File: src/hw/rtl/cld_pkg.sv
package cld_pkg;

  localparam int QDepth = 4;
  localparam int QPtrW  = $clog2(QDepth);
  localparam int QCntW  = $clog2(QDepth + 1);

  localparam logic [7:0] CMD_01   = 8'h01;
  localparam logic [7:0] CMD_02   = 8'h02;
  localparam logic [7:0] CMD_10   = 8'h10;
  localparam logic [7:0] CMD_11   = 8'h11;
  localparam logic [7:0] CMD_12   = 8'h12;
  localparam logic [7:0] CMD_13   = 8'h13;
  localparam logic [7:0] CMD_20   = 8'h20;
  localparam logic [7:0] CMD_21   = 8'h21;
  localparam logic [7:0] CMD_CHAT = 8'h80;

  localparam logic [7:0] LEN_1 = 8'h01;
  localparam logic [7:0] LEN_2 = 8'h02;
  localparam logic [7:0] LEN_4 = 8'h04;
  localparam logic [7:0] LEN_5 = 8'h05;

  typedef struct packed {
    logic [7:0] data;
    logic       is_header;
    logic       is_first;
    logic       is_last;
    logic [7:0] command;
  } res_t;

  typedef struct packed {
    logic [1:0] n;
    res_t       r0;
    res_t       r1;
  } push_t;

  typedef struct packed {
    logic             room;
    logic [QCntW-1:0] count;
  } q_stat_t;

  typedef struct packed {
    logic held_valid;
    logic in_payload;
  } frm_stat_t;

  function automatic logic header_ok(input logic [7:0] cmd, input logic [7:0] len);
    logic ok;
    unique case (cmd)
      CMD_01:   ok = (len == LEN_2);
      CMD_02:   ok = (len == LEN_1);
      CMD_10:   ok = (len == LEN_4);
      CMD_11:   ok = (len == LEN_4);
      CMD_12:   ok = (len == LEN_5);
      CMD_13:   ok = (len == LEN_1);
      CMD_20:   ok = (len == LEN_2);
      CMD_21:   ok = (len == LEN_2);
      CMD_CHAT: ok = 1'b1;
      default:  ok = 1'b0;
    endcase
    return ok;
  endfunction

endpackage

File: src/hw/rtl/cld_frame.sv
module cld_frame (
  input  logic                 clk,
  input  logic                 rst_n,
  input  logic                 step,
  input  logic [7:0]           data,
  output cld_pkg::push_t       push,
  output cld_pkg::frm_stat_t   stat
);

  logic [7:0] held_r, held_nxt;
  logic       held_v_r, held_v_nxt;
  logic       pay_r, pay_nxt;
  logic [7:0] rem_r, rem_nxt;
  logic [7:0] cmd_r, cmd_nxt;
  logic       last;

  always_comb begin
    held_nxt   = held_r;
    held_v_nxt = held_v_r;
    pay_nxt    = pay_r;
    rem_nxt    = rem_r;
    cmd_nxt    = cmd_r;
    last       = (rem_r <= 8'd1);
    push       = '0;
    if (step) begin
      if (pay_r) begin
        push.n  = 2'd1;
        push.r0 = '{data: data, is_header: 1'b0, is_first: 1'b0,
                    is_last: last, command: cmd_r};
        rem_nxt = rem_r - 8'd1;
        if (last) begin
          pay_nxt = 1'b0;
          rem_nxt = 8'd0;
        end
      end else if (!held_v_r) begin
        held_nxt   = data;
        held_v_nxt = 1'b1;
      end else if (!cld_pkg::header_ok(held_r, data)) begin
        held_nxt = data;
      end else begin
        push.n  = 2'd2;
        push.r0 = '{data: held_r, is_header: 1'b1, is_first: 1'b1,
                    is_last: 1'b0, command: held_r};
        push.r1 = '{data: data, is_header: 1'b1, is_first: 1'b0,
                    is_last: (data == 8'd0), command: held_r};
        cmd_nxt    = held_r;
        held_v_nxt = 1'b0;
        held_nxt   = 8'd0;
        if (data != 8'd0) begin
          pay_nxt = 1'b1;
          rem_nxt = data;
        end
      end
    end
  end

  always_ff @(posedge clk) begin
    if (!rst_n) begin
      held_r   <= 8'd0;
      held_v_r <= 1'b0;
      pay_r    <= 1'b0;
      rem_r    <= 8'd0;
      cmd_r    <= 8'd0;
    end else begin
      held_r   <= held_nxt;
      held_v_r <= held_v_nxt;
      pay_r    <= pay_nxt;
      rem_r    <= rem_nxt;
      cmd_r    <= cmd_nxt;
    end
  end

  assign stat.held_valid = held_v_r;
  assign stat.in_payload = pay_r;

endmodule

File: src/hw/rtl/cld_outq.sv
module cld_outq (
  input  logic             clk,
  input  logic             rst_n,
  input  cld_pkg::push_t   push,
  input  logic             pop,
  output cld_pkg::res_t    head,
  output logic             head_valid,
  output cld_pkg::q_stat_t stat
);

  localparam int Depth = cld_pkg::QDepth;
  localparam int PtrW  = cld_pkg::QPtrW;
  localparam int CntW  = cld_pkg::QCntW;

  cld_pkg::res_t mem [Depth];
  logic [PtrW-1:0] wr_r, wr_nxt, rd_r, rd_nxt, wr_p1;
  logic [CntW-1:0] cnt_r, cnt_nxt;

  assign wr_p1 = (wr_r == PtrW'(Depth - 1)) ? '0 : wr_r + PtrW'(1);

  always_comb begin
    wr_nxt = wr_r;
    if (push.n == 2'd1) begin
      wr_nxt = wr_p1;
    end else if (push.n == 2'd2) begin
      wr_nxt = (wr_p1 == PtrW'(Depth - 1)) ? '0 : wr_p1 + PtrW'(1);
    end
    rd_nxt = rd_r;
    if (pop) begin
      rd_nxt = (rd_r == PtrW'(Depth - 1)) ? '0 : rd_r + PtrW'(1);
    end
    cnt_nxt = cnt_r + CntW'(push.n) - CntW'(pop);
  end

  always_ff @(posedge clk) begin
    if (push.n != 2'd0) begin
      mem[wr_r] <= push.r0;
    end
    if (push.n == 2'd2) begin
      mem[wr_p1] <= push.r1;
    end
  end

  always_ff @(posedge clk) begin
    if (!rst_n) begin
      wr_r  <= '0;
      rd_r  <= '0;
      cnt_r <= '0;
    end else begin
      wr_r  <= wr_nxt;
      rd_r  <= rd_nxt;
      cnt_r <= cnt_nxt;
    end
  end

  assign head       = mem[rd_r];
  assign head_valid = (cnt_r != '0);
  assign stat.room  = (cnt_r <= CntW'(Depth - 2));
  assign stat.count = cnt_r;

endmodule

File: src/hw/rtl/cmd_length_packet_deframer.sv
// Channel  Direction  Ports                                        Handshake
// in       input      in_byte                                      in_valid / in_stall
// out      output     out_byte, out_is_header, out_is_first,       out_valid / out_stall
//                     out_is_last, out_packet_command
//
// One byte is taken every cycle while in_stall is low; it is registered, then framed.
// Its results are written into the result queue and show at the output from there,
// so each byte passes the input register and then the queue before its results leave.
// The four-entry result queue lets a header request push two results at once.
// Synchronous active-low reset returns the framer to hunting with nothing held.
// When out_stall leaves fewer than two free queue entries and a byte is held in the
// input register, in_stall rises and the input register waits.
module cmd_length_packet_deframer (
  input  logic       clk,
  input  logic       rst_n,
  input  logic       in_valid,
  output logic       in_stall,
  input  logic [7:0] in_byte,
  output logic       out_valid,
  input  logic       out_stall,
  output logic [7:0] out_byte,
  output logic       out_is_header,
  output logic       out_is_first,
  output logic       out_is_last,
  output logic [7:0] out_packet_command
);

  logic               in_v_r;
  logic [7:0]         in_byte_r;
  logic               step;
  cld_pkg::push_t     push;
  cld_pkg::frm_stat_t frm_stat;
  cld_pkg::q_stat_t   q_stat;
  cld_pkg::res_t      head;
  logic               pop;

  assign step     = in_v_r && q_stat.room;
  assign in_stall = in_v_r && !q_stat.room;
  assign pop      = out_valid && !out_stall;

  always_ff @(posedge clk) begin
    if (!rst_n) begin
      in_v_r <= 1'b0;
    end else if (!in_stall) begin
      in_v_r <= in_valid;
    end
  end

  always_ff @(posedge clk) begin
    if (!in_stall) begin
      in_byte_r <= in_byte;
    end
  end

  cld_frame u_frame (
    .clk   (clk),
    .rst_n (rst_n),
    .step  (step),
    .data  (in_byte_r),
    .push  (push),
    .stat  (frm_stat)
  );

  cld_outq u_outq (
    .clk        (clk),
    .rst_n      (rst_n),
    .push       (push),
    .pop        (pop),
    .head       (head),
    .head_valid (out_valid),
    .stat       (q_stat)
  );

  assign out_byte           = head.data;
  assign out_is_header      = head.is_header;
  assign out_is_first       = head.is_first;
  assign out_is_last        = head.is_last;
  assign out_packet_command = head.command;

`ifndef ASSERT_OFF
  a_q_bound: assert property (@(posedge clk) disable iff (!rst_n)
    q_stat.count <= ($bits(q_stat.count))'(cld_pkg::QDepth))
    else $error("result queue overflow");

  a_pay_no_held: assert property (@(posedge clk) disable iff (!rst_n)
    frm_stat.in_payload |-> !frm_stat.held_valid)
    else $error("byte held during payload");

  a_hdr_pair: assert property (@(posedge clk) disable iff (!rst_n)
    (push.n == 2'd2) |-> (push.r0.is_first && push.r1.is_header && !push.r1.is_first))
    else $error("malformed header pair");

  a_stall_full: assert property (@(posedge clk) disable iff (!rst_n)
    in_stall |-> (q_stat.count > ($bits(q_stat.count))'(cld_pkg::QDepth - 2)))
    else $error("input stalled with queue room");
`endif

endmodule
File: config.mk
export PLATFORM = sky130hd
export DESIGN_NAME = cmd_length_packet_deframer
export DESIGN_NICKNAME = d
export VERILOG_FILES = /design/src/hw/rtl/cld_pkg.sv /design/src/hw/rtl/cld_frame.sv /design/src/hw/rtl/cld_outq.sv /design/src/hw/rtl/cmd_length_packet_deframer.sv
export SDC_FILE = /design/constraint.sdc
export NUM_CORES = 1
export LEC_CHECK = 0
export BUFFER_PORTS_ARGS = -buffer_cell sky130_fd_sc_hd__buf_2
export CAP_MARGIN = 10
export CORE_MARGIN = 4
export CORE_UTILIZATION = 66
export DETAILED_ROUTE_END_ITERATION = 12
export GPL_ROUTABILITY_DRIVEN = 0
export GPL_TIMING_DRIVEN = 1
export PLACE_DENSITY = 0.85
export SYNTH_ARGS = -nofsm -noshare
export SYNTH_HDL_FRONTEND = slang
export SYNTH_SLANG_ARGS = --single-unit
export TNS_END_PERCENT = 100
File: constraint.sdc
create_clock -name clk -period 7.14 [get_ports clk]
set_clock_uncertainty 0.15 [all_clocks]
set_input_delay 1.071 -clock clk [delete_from_list [all_inputs] [get_ports clk]]
set_output_delay 1.071 -clock clk [all_outputs]
set_load 0.01 [all_outputs]
After elaboration in Yosys (flattened, before gate mapping)
Memories as Yosys holds them, arrays and structs flattened. A register that Yosys moved wholly into a read port is not among the register bits.
Index checks and enable logic that the tools add are counted.
{"block": "totals", "register_bits": 42, "ram_bits": 76, "in_bits": 12, "output_inout_bits": 21, "elab_cells": 91, "memories": 1}
{"memory": "u_outq.mem", "depth": 4, "width": 19, "read_ports": 1, "rd_clocked_by_memory_dff": 1, "wr": 2, "line_no": "cld_outq.sv:15", "rtl": "cld_pkg::res_t mem [Depth];"}
{"block": "classes", "addsub": 6, "order_cmp": 2, "n_eq_ne": 18, "mux": 34, "bitwise_logic": 1, "n_reduce_logical": 19}
{"op": "2-to-1 mux 40 bit", "count": 3}
{"op": "2-to-1 mux 8 bit", "count": 7}
{"op": "== test 8 x 5 -> 1 bit, second input constant", "count": 4}
{"op": "2-to-1 mux 21 bit", "count": 1}
{"op": "2-to-1 mux 19 bit", "count": 1}
{"op": "== test 8 x 1 -> 1 bit, second input constant", "count": 2}
{"op": "== test 8 x 2 -> 1 bit, second input constant", "count": 2}
{"op": "== test 8 x 3 -> 1 bit, second input constant", "count": 2}
{"op": "== test 8 x 6 -> 1 bit, second input constant", "count": 2}
{"op": "2-to-1 mux 1 bit", "count": 14}
{"op": "2-to-1 mux 2 bit", "count": 7}
{"op": "nonzero test 2 bit", "count": 5}
{"op": "== test 2 bit, second input constant", "count": 4}
{"op": "== test 8 bit, second input constant", "count": 1}
{"op": "less-or-equal comparator 8 x 1 -> 1 bit, second input constant", "count": 1}
{"op": "logical NOT 8 bit", "count": 1}
{"op": "AND reduction 4 bit", "count": 2}
{"op": "nonzero test 8 bit", "count": 1}
{"op": "subtractor 8 x 1 -> 8 bit, second input constant", "count": 1}
{"op": "adder 2 x 1 -> 2 bit, second input constant", "count": 3}
{"op": "case mux 1 bit (5 select lines)", "count": 1}
{"op": "OR reduction 2 bit", "count": 2}
{"op": "adder 3 x 2 -> 3 bit", "count": 1}
{"op": "less-or-equal comparator 3 x 2 -> 1 bit, second input constant", "count": 1}
{"op": "8 further kinds", "count": 11}

Logic depth before layout (Yosys ltp)
Gate-level depths: netlist of the first run.
{"block": "logic_depth", "word_depth": 13, "depth_mapped": 11, "ltp_nobuf": 10}

Hierarchy
Synthesis of the first run repeated with hierarchy kept, for this count alone.
{"block": "hier_totals", "hier_cells": 498, "hier_area_um2": 6289.8}
{"mod": "cld_outq", "instances": 1, "cells_each": 246, "area_per_inst_um2": 4281.6, "seq_area_each_um2": 2462.4}
{"mod": "cld_frame", "instances": 1, "cells_each": 238, "area_per_inst_um2": 1709.1, "seq_area_each_um2": 520.5}
{"mod": "cmd_length_packet_deframer", "instances": 1, "cells_each": 14, "area_per_inst_um2": 299.0, "seq_area_each_um2": 260.2}

Worst setup path before layout of the first run
No wires, ideal clock.
{"block": "synth_timing", "path_type": "reg2reg", "from": "reg in_byte_r[5]", "to": "mem u_outq.mem[2][0] (netlist bit), enable pin", "setup_time_ns": 0.418, "t_arrival_ns": 3.175, "required_ns": 6.572, "slack_ns": 3.397, "path_stages_with_launch": 6, "path_buffers": 0, "synth_period_minus_slack_ns": 3.743, "path_cell_list": "edfxtp_1 > nor4_1 > or4bb_1 > o41ai_4 > a21oi_2 > o21ai_0"}
{"element": "start: declaration", "line_no": "cmd_length_packet_deframer.sv:29", "rtl": "logic [7:0] in_byte_r;"}
{"element": "start signal: assignment", "line_no": "cmd_length_packet_deframer.sv:51", "rtl": "in_byte_r <= in_byte;"}
{"element": "end: declaration", "line_no": "cld_outq.sv:15"}

Worst setup path after layout of the first run
{"block": "layout_timing", "from": "reg in_byte_r[4]", "to": "reg u_outq.cnt_r[2]"}
{"block": "layout_between", "elab_chain_cells": 11, "word_cells_on_any_way": 14}
{"element": "== test 8 x 2 -> 1 bit (tied with other cells)", "line_no": "cld_pkg.sv:49, cld_pkg.sv:55, cld_pkg.sv:56"}
{"element": "case mux 1 bit (5 select lines) *", "line_no": "cld_pkg.sv:48", "rtl": "unique case (cmd)"}
{"element": "2-to-1 mux 1 bit *", "line_no": "cld_frame.sv:35", "rtl": "end else if (!held_v_r) begin"}
{"element": "2-to-1 mux 1 bit *", "line_no": "cld_frame.sv:26", "rtl": "if (pay_r) begin"}
{"element": "2-to-1 mux 1 bit *", "line_no": "cld_frame.sv:25", "rtl": "if (step) begin"}
{"element": "2-to-1 mux 40 bit *", "line_no": "cld_frame.sv:38", "rtl": "end else if (!cld_pkg::header_ok(held_r, data)) begin"}
{"element": "2-to-1 mux 40 bit *", "line_no": "cld_frame.sv:35"}
{"element": "2-to-1 mux 21 bit *", "line_no": "cld_frame.sv:26"}
{"element": "2-to-1 mux 40 bit *", "line_no": "cld_frame.sv:25"}
{"element": "adder 3 x 2 -> 3 bit *", "line_no": "cld_outq.sv:32", "rtl": "cnt_nxt = cnt_r + CntW'(push.n) - CntW'(pop);"}
{"element": "subtractor 3 x 1 -> 3 bit *", "line_no": "cld_outq.sv:32"}
{"element": "end signal: assignment", "line_no": "cld_outq.sv:52", "rtl": "cnt_r <= cnt_nxt;"}
{"element": "end: declaration", "line_no": "cld_outq.sv:17", "rtl": "logic [CntW-1:0] cnt_r, cnt_nxt;"}
Mark *: on every way between the ends. The rest lies on a longest branch, timed or not. The select of a mux whose other input is x is not followed.
A chain may end at the register's enable or synchronous reset.

==> impl_summary.txt, run 1 <==
----------------------------------------------------
[Worst setup path]
  Crit path DAT ... 3.97 ns
  Cell-by-cell trace of the critical path ... nor4_1 -> or4bb_1 -> nor4_2 -> o211ai_2 -> ha_1 -> fa_1 -> xnor2_1 -> xnor2_1 -> nor2_1
  Max stage delay cell, worst path ... or4bb_1
  Critical Path RT ... 7.37 ns
  Delay of the slowest cell on the worst path ... 0.55 ns
  Launching element type of the critical path ... flip-flop
  Maximum net fanout on the critical path ... 10
  CP most frequent cell ... xnor2_1
  Crit path capture type ... flip-flop
  Category of the most critical setup path ... flip-flop to flip-flop

[Clock tree]
  Clock latency of the later-clocked register in the worst-skew pair ... 0.52 ns
  CTS-repair resized insts ... 0
  Total clock sinks ... 120
  TritonCTS clock tree ... built
  H-tree levels ... 4
  # Post-CTS Setup Buffers ... 0
  Clock transition at path regs ... 0.06 ns
  Root buffer cell ... clkbuf_8
  CTS hold repair buffers ... 0
  Clock Tree Buf Depth ... 2
  CTS Buf Count ... 17

[Detailed routing]
  Via density per instance ... 6.77
  Total detailed-routing wirelength ... 14000 um
  Violation count after the first detailed-routing iteration ... 585
  Residual antenna-violating net count after detailed routing ... 0
  Number of remaining DRC errors ... 0
  Detailed Routing Iterations Pass 1 ... 7
  Via count ... 4331
  Wire length per cell after detailed routing ... 21.9 um

[Cells and area]
  Ant diodes ... 0
  Final Non-Filler Cells ... 640
  Number of nets in the layout ... 545
  Area growth syn-to-layout ... 14.1%
  # fillers ... 523
  Fraction of layout cells with a size suffix above 1 ... 20.3%

[Min path]
  Class of the most critical hold timing path ... flip-flop to flip-flop

[Synth]
  Post-Syn Nets ... 514
  Warning count from the yosys run ... 0
  Sequential share of the synthesized area ... 55.0%
  Post-Synthesis Cells ... 488
  Mean instance size in the synthesized netlist ... 11.9 um^2
  Synth Register Bits ... 120
  Share of flip-flops with an asynchronous set or reset ... 0%
  Count of unique library cells instantiated by Yosys ... 65
  Mapped Area ... 5830 um^2
  Top flip-flop cell by instance count after synthesis ... edfxtp_1
  Number of synthesized flops with an enable pin ... 80

[Global routing]
  Via count of the first global-routing pass ... 4297
  Largest net degree at the start of global routing ... 23
  Number of antenna violations at the first check in global routing ... 0
  GRT Overall Usage ... 29.1%
  Overall overflow remaining after global route ... 0
  Wire length of the first global-routing pass ... 22800 um

[Power and ir drop]
  Flop pwr share ... 42.4%
  Proportion of power drawn by the clock network ... 44.2%
  Power per unit of standard cell area ... 286 nW/um^2
  Power spent charging and discharging nets ... 488 uW
  Internal power consumption ... 1410 uW
  Fraction of power consumed by combinational cells ... 13.3%
  Reported leakage power ... 0.00232 uW
  Switching part of the total power ... 25.7%
  Worst ir drop on vdd ... 0.198 mV

[STA]
  Number of endpoints with negative hold slack in the final report ... 0
  Final critical-path required period ... 3.74 ns
  Hold slack ... 0.318 ns
  Setup repair after global routing missed its margin ... no
  Final setup violation count ... 0
  Max-Slew Margin vs Limit ... 37.9%
  Max-slew violation count ... 0
  Maximum achievable frequency ... 267 MHz
  Transition time at the pin with the least slew margin ... 0.930 ns
  Period utilization ... 52.4%
  Final TNS setup ... 0 ns

[Job]
  Max Cap Violations ... 0

[Die]
  Row cnt ... 34
  Chip Width ... 102 um
  Vertical extent of the die ... 102 um
  Die area ... 10400 um^2
  Effective utilization at floorplan ... 67.5%
  Core area ... 8640 um^2
  Number of ports placed on the die boundary ... 33

[Placed design]
  # port buffers ... 32
  Dpl cells ... 608
  Half-perimeter wire length of the detailed placement result ... 9220 um

[Outcome]
  Result of the run ... finished, final reports clean

----------------------------------------------------
==> cell type report <==
cell class                 count  area (um^2)  share of cell area [%]
clock buffer                  17          414                    6.23
clock inverter                15          175                    2.63
inverter                      15         56.3                   0.846
multi-input combinational    327         2460                    37.0
sequential                   120         3200                    48.1
tap                          108          135                    2.03
timing repair buffer          38          205                    3.08
==> state kept, by name, summed over array words and instances, names as in the netlist, named ones only <==
signal / cells
u_frame.rem_r: 8
u_outq.rd_r: 2
u_frame.held_v_r: 1
in_v_r: 1
u_frame.cmd_r: 8
u_outq.cnt_r: 3
u_outq.mem: 76
in_byte_r: 8
u_frame.pay_r: 1
u_outq.wr_r: 2
u_frame.held_r: 8
==> cell usage after synthesis (all sizes together), types with 2 or more instances <==
master / n / area, um^2
o21ai: 17 / 85.1
nor2b: 7 / 43.8
a211oi: 6 / 45.0
xnor2: 5 / 43.8
and4: 2 / 17.5
dfxtp: 40 / 801
ha: 13 / 163
clkbuf: 17 / 63.8
and2: 18 / 113
a21o: 3 / 23.8
o41ai: 2 / 36.3
nand3: 13 / 65.1
mux4: 19 / 428
nor3: 19 / 110
o211ai: 4 / 45.1
nor2: 43 / 161
o22a: 2 / 17.5
nand2: 39 / 146
a2bb2oi: 4 / 35.0
or2: 2 / 12.5
a32o: 8 / 80.1
inv: 15 / 56.3
o21bai: 2 / 15.0
mux2i: 4 / 40.0
a22o: 24 / 210
edfxtp: 80 / 2400
a21oi: 25 / 136
nand4: 6 / 37.5
and3: 5 / 31.3
nand2b: 4 / 25.0
nor4: 2 / 18.8
a21boi: 8 / 60.1
buf: 9 / 56.3
==> metrics by stage <==
step                setup WS, ns  total power [uW]  area (um^2)  util [%]
detailed placement          3.57              1070         6060      70.2
global route                3.16              1970         6650      77.0
global placement            3.70              1060         6060      70.2
finish                      3.40              1900         6650      77.0
floorplan                   3.40              1000         5830         -
CTS                         3.45              1910         6650      77.0
==> kinds of logic after synthesis <==
family / synth area share [%]
AOI/OAI and AO/OA: 15.1
DFF: 55.0
xor gates and xnor gates: 0.902
and+or+nand+nor: 14.8
adders and majority gates: 3.13
muxes: 8.03
buffers and inverters: 3.03
==> power groups by stage <==
| stage | Combinational [uW] | Clock, uW | Sequential, uW |
|---|---|---|---|
| floorplan | 207 | 0 | 793 |
| global placement | 242 | 0 | 816 |
| detailed placement | 254 | 0 | 820 |
| CTS | 256 | 844 | 805 |
| global route | 278 | 882 | 811 |
| finish | 253 | 841 | 807 |
==> worst max-delay path: cells and delay by family, from the launching register on <==
family	cells	cell delay [ns]
compound gates	1	0.30
xor+xnor	2	0.36
fa+ha+maj	2	0.85
flops	1	0.53
simple gates	4	1.40
==> cells in the final DEF, fill, tap and decap left out, types with 7 or more instances in the layout <==
cell / instances
a21oi_1: 22
a22o_1: 24
a32o_1: 8
and2_1: 18
buf_2: 32
clkbuf_16: 16
dfxtp_1: 40
edfxtp_1: 80
ha_1: 13
inv_1: 15
mux4_2: 19
nand2_1: 39
nand3_1: 13
nor2_1: 43
nor2b_1: 7
nor3_1: 13
o21ai_0: 13
==> metal layers <==
metal	part of all wire (%)	track usage, %	up-vias
met2	48	46.5	314
met1	39	39.2	2035
met4	3.1	9.49	0
met3	10	7.85	58
li1	-	-	1924
met5	0	0	-
==> path summary, 6_finish.rpt <==
check / endpoint / from / depth (start not counted) / slack, ns
hold / removal: u_frame.held_r[2]$_SDFFE_PN0P_ / u_frame.held_r[2]$_SDFFE_PN0P_ / 1 / 0.32
hold reg to reg: u_frame.held_r[2]$_SDFFE_PN0P_ / u_frame.held_r[2]$_SDFFE_PN0P_ / 1 / 0.32
setup / recovery: u_outq.cnt_r[2]$_SDFF_PN0_ / in_byte_r[4]$_DFFE_PN_ / 9 / 3.40
setup reg to reg: u_outq.cnt_r[2]$_SDFF_PN0_ / in_byte_r[4]$_DFFE_PN_ / 9 / 3.40
(Power assumes the default switching activity.)
==> inputs of run 2 (changes only) <==
--- a/config.mk
+++ b/config.mk
@@ -8,11 +8,11 @@
 export BUFFER_PORTS_ARGS = -buffer_cell sky130_fd_sc_hd__buf_2
 export CAP_MARGIN = 10
 export CORE_MARGIN = 4
-export CORE_UTILIZATION = 66
+export CORE_UTILIZATION = 55
 export DETAILED_ROUTE_END_ITERATION = 12
 export GPL_ROUTABILITY_DRIVEN = 0
 export GPL_TIMING_DRIVEN = 1
-export PLACE_DENSITY = 0.85
+export PLACE_DENSITY = 0.76
 export SYNTH_ARGS = -nofsm -noshare
 export SYNTH_HDL_FRONTEND = slang
 export SYNTH_SLANG_ARGS = --single-unit
==> constraint.sdc (replaced) <==
create_clock -name clk -period 3.4 [get_ports clk]
set_clock_uncertainty 0.15 [all_clocks]
set_input_delay 0.51 -clock clk [delete_from_list [all_inputs] [get_ports clk]]
set_output_delay 0.51 -clock clk [all_outputs]
set_load 0.01 [all_outputs]
==> run 2 against run 1 <==
Against the previous run: critical path depth up 1; worst setup slack worse by 3.2 ns; global-route usage shrank 5.6 points; critical path type unchanged; sequential share of layout area fell by 1.5 points; combinational power increased by 130%.
==> impl_summary.txt, run 2 (synthesis gave the netlist of run 1 again) <==
----------------------------------------------------
[Worst setup path]
  Maximum net fanout on the critical path ... 10 (unchanged)
  Launching element type of the critical path ... flip-flop
  Worst-case register-to-register setup slack ... 0.22 ns (-3.18 ns)
  Cell-by-cell trace of the critical path ... or4b_4 -> o211ai_2 -> xnor2_1 -> nor4_2 -> o211ai_2 -> ha_1 -> fa_1 -> xnor2_1 -> xnor2_1 -> nor2_1
  Max stage delay cell, worst path ... or4b_4
  Category of the most critical setup path ... flip-flop to flip-flop
  Count of buffering cells on the critical path with inverters included ... 0 (unchanged)
  Crit path capture type ... flip-flop
  Critical Path RT ... 3.67 ns (-3.70 ns)
  Delay of the slowest cell on the worst path ... 0.50 ns (-0.05 ns)
  Crit path DAT ... 3.45 ns (-0.52 ns)
  CP most frequent cell ... xnor2_1
  Worst path top cell family by delay ... simple AND/OR/NAND/NOR gates

[Clock tree]
  CTS-repair resized insts ... 0 (unchanged)
  TritonCTS clock tree ... built
  Clock transition at path regs ... 0.06 ns (about the same)
  CTS Buf Count ... 17 (unchanged)
  CTS hold repair buffers ... 8 (+8)
  Clock latency of the later-clocked register in the worst-skew pair ... 0.53 ns (about the same)
  # Post-CTS Setup Buffers ... 0 (unchanged)
  Root buffer cell ... clkbuf_8
  H-tree levels ... 4 (unchanged)
  Total clock sinks ... 120 (unchanged)
  Clock Tree Buf Depth ... 2 (unchanged)

[Placed design]
  # port buffers ... 32 (unchanged)
  Half-perimeter wire length of the detailed placement result ... 9490 um (+3.0%)
  Placed standard-cell area ... 6210 um^2 (+2.4%)

[Detailed routing]
  Violation count after the first detailed-routing iteration ... 549 (-6.2%)
  Number of remaining DRC errors ... 0 (unchanged)
  Total detailed-routing wirelength ... 13900 um (-0.66%)
  Via density per instance ... 6.29 (-7.1%)
  Detailed Routing Iterations Pass 1 ... 6 (-1)
  Wire length per cell after detailed routing ... 20.2 um (-8.0%)
  Via count ... 4345 (+0.32%)
  Residual antenna-violating net count after detailed routing ... 0 (unchanged)

[STA]
  Setup repair after global routing missed its margin ... no
  Final setup violation count ... 0 (unchanged)
  Transition time at the pin with the least slew margin ... 0.671 ns (-0.259 ns)
  Max-slew violation count ... 0 (unchanged)
  Max-Slew Margin vs Limit ... 55.2% (+17 points)
  Final critical-path required period ... 3.18 ns (-0.558 ns)
  Number of endpoints with negative hold slack in the final report ... 0 (unchanged)
  Maximum achievable frequency ... 314 MHz (+18%)
  Hold slack ... 0.0404 ns (-0.278 ns)
  Period utilization ... 93.6% (+41 points)

[Cells and area]
  Commonest non-fill, non-tap cells in the layout ... edfxtp_1, nor2_1, dfxtp_1
  Ant diodes ... 0 (unchanged)
  Leading cell type in the layout, fill and taps excluded ... edfxtp_1
  Area growth syn-to-layout ... 17.8%
  Largest register FFs ... 76 (unchanged)
  Most flop-heavy register ... u_outq.mem
  # fillers ... 747 (+43%)
  Number of nets in the layout ... 568 (+4.2%)
  Design Area, Final ... 6870 um^2 (+3.2%)
  Fraction of layout cells with a size suffix above 1 ... 21.8% (+1.5 points)

[Die]
  Effective utilization at floorplan ... 56.5% (-11 points)
  Core area ... 10300 um^2 (+20%)
  Vertical extent of the die ... 111 um (+8.8%)
  Die area ... 12300 um^2 (+18%)
  Row cnt ... 37 (+8.8%)
  Number of ports placed on the die boundary ... 33 (unchanged)
  Chip Width ... 111 um (+8.8%)

[Min path]
  Class of the most critical hold timing path ... input port to flip-flop

[Outcome]
  Result of the run ... finished, final reports clean

[Global routing]
  Global-route track usage on met1 ... 29.3% (-9.9 points)
  Largest net degree at the start of global routing ... 23 (unchanged)
  Number of antenna violations at the first check in global routing ... 0 (unchanged)
  Grt met3 use ... 6.00% (-1.8 points)
  GRT Overall Usage ... 23.5% (-5.6 points)
  Global routing's busiest layer ... met2
  Via count of the first global-routing pass ... 4434 (+3.2%)
  Overall overflow remaining after global route ... 0 (unchanged)
  Wire length of the first global-routing pass ... 22600 um (-0.79%)
  Met2 global-route usage ... 38.2% (-8.3 points)

[Power and ir drop]
  Reported leakage power ... 0.00242 uW (+4.3%)
  Worst ir drop on vdd ... 0.306 mV (+54%)
  Total power draw ... 4000 uW (+110%)
  Power per unit of standard cell area ... 583 nW/um^2 (+100%)

[Job]
  Max Cap Violations ... 0 (unchanged)

----------------------------------------------------
## run 2: changes by cell type in the layout (fill, tap and decap cells not counted), sizes merged
cell         previous run  this run
buf                    38        53
clkbuf                 17        19
clkinv                  8         5
clkinvlp                2         3
dlygate4sd3             0         8
## run 2: cell type report
class | count | area (um^2) | share of cell area [%]
timing repair buffer | 61 | 398 | 5.80
clock buffer | 19 | 422 | 6.14
tap | 136 | 170 | 2.48
inverter | 15 | 56.3 | 0.820
sequential | 120 | 3200 | 46.7
clock inverter | 13 | 153 | 2.22
multi-input combinational | 327 | 2460 | 35.9
## run 2: worst paths after layout
check / start / cells after the start / endpoint
max: u_frame.held_r[1]$_SDFFE_PN0P_ / 10 / u_outq.cnt_r[2]$_SDFF_PN0_
min: in_valid / 3 / in_v_r$_SDFFE_PN0N_
max reg2reg: u_frame.held_r[1]$_SDFFE_PN0P_ / 10 / u_outq.cnt_r[2]$_SDFF_PN0_
min reg2reg: u_frame.held_r[3]$_SDFFE_PN0P_ / 1 / u_frame.held_r[3]$_SDFFE_PN0P_
## run 2: stage by stage
step                util, %  setup TNS [ns]  cells  setup slack (ns)
floorplan                 -          -17.27    488            -0.320
global placement       60.2               0    651             0.304
detailed placement     60.2               0    651             0.251
CTS                    66.5               0    691             0.229
global route           66.5               0    691            0.0369
finish                 66.5               0    691             0.217
## run 2: where the power goes
part | total [uW] | internal (uW) | switching [uW]
Clock | 1750 | 1110 | 641
Combinational | 584 | 267 | 318
Sequential | 1670 | 1600 | 63.1
Total | 4000 | 2980 | 1020
## run 2: worst reg2reg max path, cell delays in order, from the launching register on
cell and delay, ns:
dfxtp_1 0.49, or4b_4 0.50, o211ai_2 0.09, xnor2_1 0.18, nor4_2 0.36, o211ai_2 0.13
ha_1 0.35, fa_1 0.44, xnor2_1 0.18, xnor2_1 0.14, nor2_1 0.05
## run 2: routing by layer
| metal | vias up | wire length [um] | share of wire (%) |
|---|---|---|---|
| met1 | 2080 | 5440 | 39 |
| met3 | 50 | 1380 | 9.9 |
| met4 | 0 | 537 | 3.9 |
| met2 | 250 | 6580 | 47 |
| met5 | - | 0 | 0 |
| li1 | 1965 | - | - |
==> inputs of run 3 (changes only) <==
--- a/config.mk
+++ b/config.mk
@@ -8,12 +8,14 @@
 export BUFFER_PORTS_ARGS = -buffer_cell sky130_fd_sc_hd__buf_2
 export CAP_MARGIN = 10
 export CORE_MARGIN = 4
-export CORE_UTILIZATION = 55
+export CORE_UTILIZATION = 57
+export CTS_BUF_LIST = sky130_fd_sc_hd__clkbuf_2 sky130_fd_sc_hd__clkbuf_4 sky130_fd_sc_hd__clkbuf_8
 export DETAILED_ROUTE_END_ITERATION = 12
 export GPL_ROUTABILITY_DRIVEN = 0
 export GPL_TIMING_DRIVEN = 1
-export PLACE_DENSITY = 0.76
+export PLACE_DENSITY = 0.78
 export SYNTH_ARGS = -nofsm -noshare
 export SYNTH_HDL_FRONTEND = slang
+export SYNTH_HIERARCHICAL = 1
 export SYNTH_SLANG_ARGS = --single-unit
 export TNS_END_PERCENT = 100
==> run 3 against run 2 <==
Against the previous run: critical endpoint is now u_outq/mem[0][5]$_DFFE_PP_; synthesized cell count is 1.6% higher; global-route usage fell by 3.0 points; worst hold slack improved by 0.076 ns; sequential share of layout area hardly changed; routed wire length shrank 10%; maximum frequency rose by 3.9%; clock power decreased by 30%; combinational power up 7.2%; critical path depth unchanged.
==> impl_summary.txt, run 3 <==
----------------------------------------------------
[Clock tree]
  Root buffer cell ... clkbuf_8
  # Post-CTS Setup Buffers ... 0 (unchanged)
  Clock latency of the later-clocked register in the worst-skew pair ... 0.41 ns (-0.12 ns)
  CTS hold repair buffers ... 0 (-8)
  H-tree levels ... 4 (unchanged)
  CTS-repair resized insts ... 0 (unchanged)
  Total clock sinks ... 120 (unchanged)
  Clock transition at path regs ... 0.07 ns (about the same)
  CTS Buf Count ... 17 (unchanged)
  TritonCTS clock tree ... built
  Clock Tree Buf Depth ... 2 (unchanged)

[Worst setup path]
  Count of buffering cells on the critical path with inverters included ... 2 (+2)
  Worst-case register-to-register setup slack ... 0.34 ns (+0.12 ns)
  Critical Path RT ... 3.41 ns (-0.26 ns)
  Crit path depth ... 10 (unchanged)
  Max stage delay cell, worst path ... or3_1
  Maximum net fanout on the critical path ... 19 (+9)
  Launching element type of the critical path ... flip-flop
  Cell-by-cell trace of the critical path ... or3_1 -> nor4_2 -> nor2_1 -> a31o_1 -> nand2_2 -> inv_1 -> ha_1 -> nand2_1 -> buf_4 -> mux2_2
  Worst reg-to-reg path cell count ... 10 (unchanged)
  Worst path top cell family by delay ... simple AND/OR/NAND/NOR gates
  Crit path capture type ... flip-flop
  Category of the most critical setup path ... flip-flop to flip-flop
  Crit path DAT ... 3.07 ns (-0.38 ns)
  Delay of the slowest cell on the worst path ... 0.42 ns (-0.08 ns)

[Synth]
  Warning count from the yosys run ... 6 (+6)
  Mean instance size in the synthesized netlist ... 12.7 um^2 (+5.9%)
  Mapped Area ... 6270 um^2 (+7.7%)
  Post-Synthesis Cells ... 496 (+1.6%)

[Detailed routing]
  Number of remaining DRC errors ... 0 (unchanged)
  Via density per instance ... 5.92 (-5.9%)
  Total detailed-routing wirelength ... 12500 um (-10%)
  Wire length per cell after detailed routing ... 18.0 um (-11%)
  Violation count after the first detailed-routing iteration ... 239 (-56%)
  Residual antenna-violating net count after detailed routing ... 0 (unchanged)
  Detailed Routing Iterations Pass 1 ... 5 (-1)
  Via count ... 4095 (-5.8%)

[Die]
  Effective utilization at floorplan ... 58.1% (+1.7 points)
  Core area ... 10800 um^2 (+4.5%)
  Chip Width ... 113 um (+1.8%)
  Vertical extent of the die ... 113 um (+1.8%)
  Die area ... 12800 um^2 (+3.6%)
  Row cnt ... 38 (+2.7%)
  Number of ports placed on the die boundary ... 33 (unchanged)

[STA]
  Maximum achievable frequency ... 327 MHz (+3.9%)
  Final critical-path required period ... 3.06 ns (-0.120 ns)
  Setup repair after global routing missed its margin ... no
  Max-slew violation count ... 0 (unchanged)
  Crit path setup slack, layout ... 0.337 ns (+0.120 ns)
  Hold slack ... 0.116 ns (+0.0760 ns)
  Period utilization ... 90.1% (-3.5 points)
  Final setup violation count ... 0 (unchanged)
  Number of endpoints with negative hold slack in the final report ... 0 (unchanged)
  Max-Slew Margin vs Limit ... 45.3% (-9.9 points)
  Transition time at the pin with the least slew margin ... 0.809 ns (+0.139 ns)

[Global routing]
  Number of antenna violations at the first check in global routing ... 0 (unchanged)
  Via count of the first global-routing pass ... 4090 (-7.8%)
  Overall overflow remaining after global route ... 0 (unchanged)
  GRT Overall Usage ... 20.5% (-3.0 points)
  Wire length of the first global-routing pass ... 20700 um (-8.8%)
  Largest net degree at the start of global routing ... 21 (-8.7%)

[Cells and area]
  Fraction of layout cells with a size suffix above 1 ... 32.4% (+11 points)
  Area growth syn-to-layout ... 10.8%
  Core Util, Final ... 64.4% (-2.1 points)
  # fillers ... 807 (+8.0%)
  Number of nets in the layout ... 568 (unchanged)
  Largest register FFs ... 76 (unchanged)
  Leading cell type in the layout, fill and taps excluded ... edfxtp_1
  Commonest non-fill, non-tap cells in the layout ... edfxtp_1, mux2_2, nand2_1
  Most flop-heavy register ... u_outq/mem
  Ant diodes ... 0 (unchanged)

[Power and ir drop]
  Power per unit of standard cell area ... 504 nW/um^2 (-14%)
  Total power draw ... 3500 uW (-13%)
  Reported leakage power ... 0.00276 uW (+14%)
  Worst ir drop on vdd ... 0.360 mV (+17%)

[Placed design]
  Half-perimeter wire length of the detailed placement result ... 8320 um (-12%)
  # port buffers ... 32 (unchanged)
  Worst-case setup slack after placement ... 0.381 ns (+0.130 ns)

[Outcome]
  Result of the run ... finished, final reports clean

[Min path]
  Number of cells on the worst hold path ... 1 (-2)
  Class of the most critical hold timing path ... input port to flip-flop

[Job]
  Max Cap Violations ... 0 (unchanged)

----------------------------------------------------
[run 3: power breakdown]
part / internal, uW / switching (uW)
Clock: 683 / 533
Combinational: 312 / 314
Sequential: 1610 / 53.1
[run 3: through the flow]
step / cells / instance area, um^2 / setup TNS (ns)
6_report: 692 / 6950 / 0
2_1_floorplan: 499 / 6290 / -15.38
3_3_place_gp: 660 / 6570 / 0
5_1_grt: 692 / 6950 / 0
3_5_place_dp: 660 / 6570 / 0
4_1_cts: 692 / 6950 / 0
[run 3: worst paths after layout]
kind	from	endpoint
setup / recovery	u_frame/held_r[5]$_SDFFE_PN0P_	u_outq/mem[0][5]$_DFFE_PP_
hold / removal	in_byte[7]	in_byte_r[7]$_DFFE_PN_
setup reg to reg	u_frame/held_r[5]$_SDFFE_PN0P_	u_outq/mem[0][5]$_DFFE_PP_
hold reg to reg	u_frame/cmd_r[3]$_SDFFE_PN0P_	u_frame/cmd_r[3]$_SDFFE_PN0P_
[run 3: per-layer routing]
metal / GRT usage [%] / share of wire, % / up-vias
met4: 4.81 / 0.93 / 0
li1: - / - / 1931
met2: 34.4 / 49 / 152
met1: 27.3 / 43 / 2001
met5: 0 / 0 / -
met3: 4.92 / 6.3 / 11
[run 3: area by class of cell]
type	instances	area (um^2)	share of cell area, %
Inverter	34	128	1.84
Timing Repair Buffer	49	288	4.14
Clock inverter	11	108	1.55
Multi-Input combinational cell	317	2740	39.4
Sequential cell	120	3240	46.7
Tap cell	140	175	2.52
Clock buffer	21	270	3.89
[run 3: worst register-to-register path, stage by stage, from the launching register on]
cell and delay (ns):
dfxtp_1 0.36, or3_1 0.42, nor4_2 0.34, nor2_1 0.12
a31o_1 0.24, nand2_2 0.08, inv_1 0.07, ha_1 0.22
nand2_1 0.10, buf_4 0.31, mux2_2 0.40
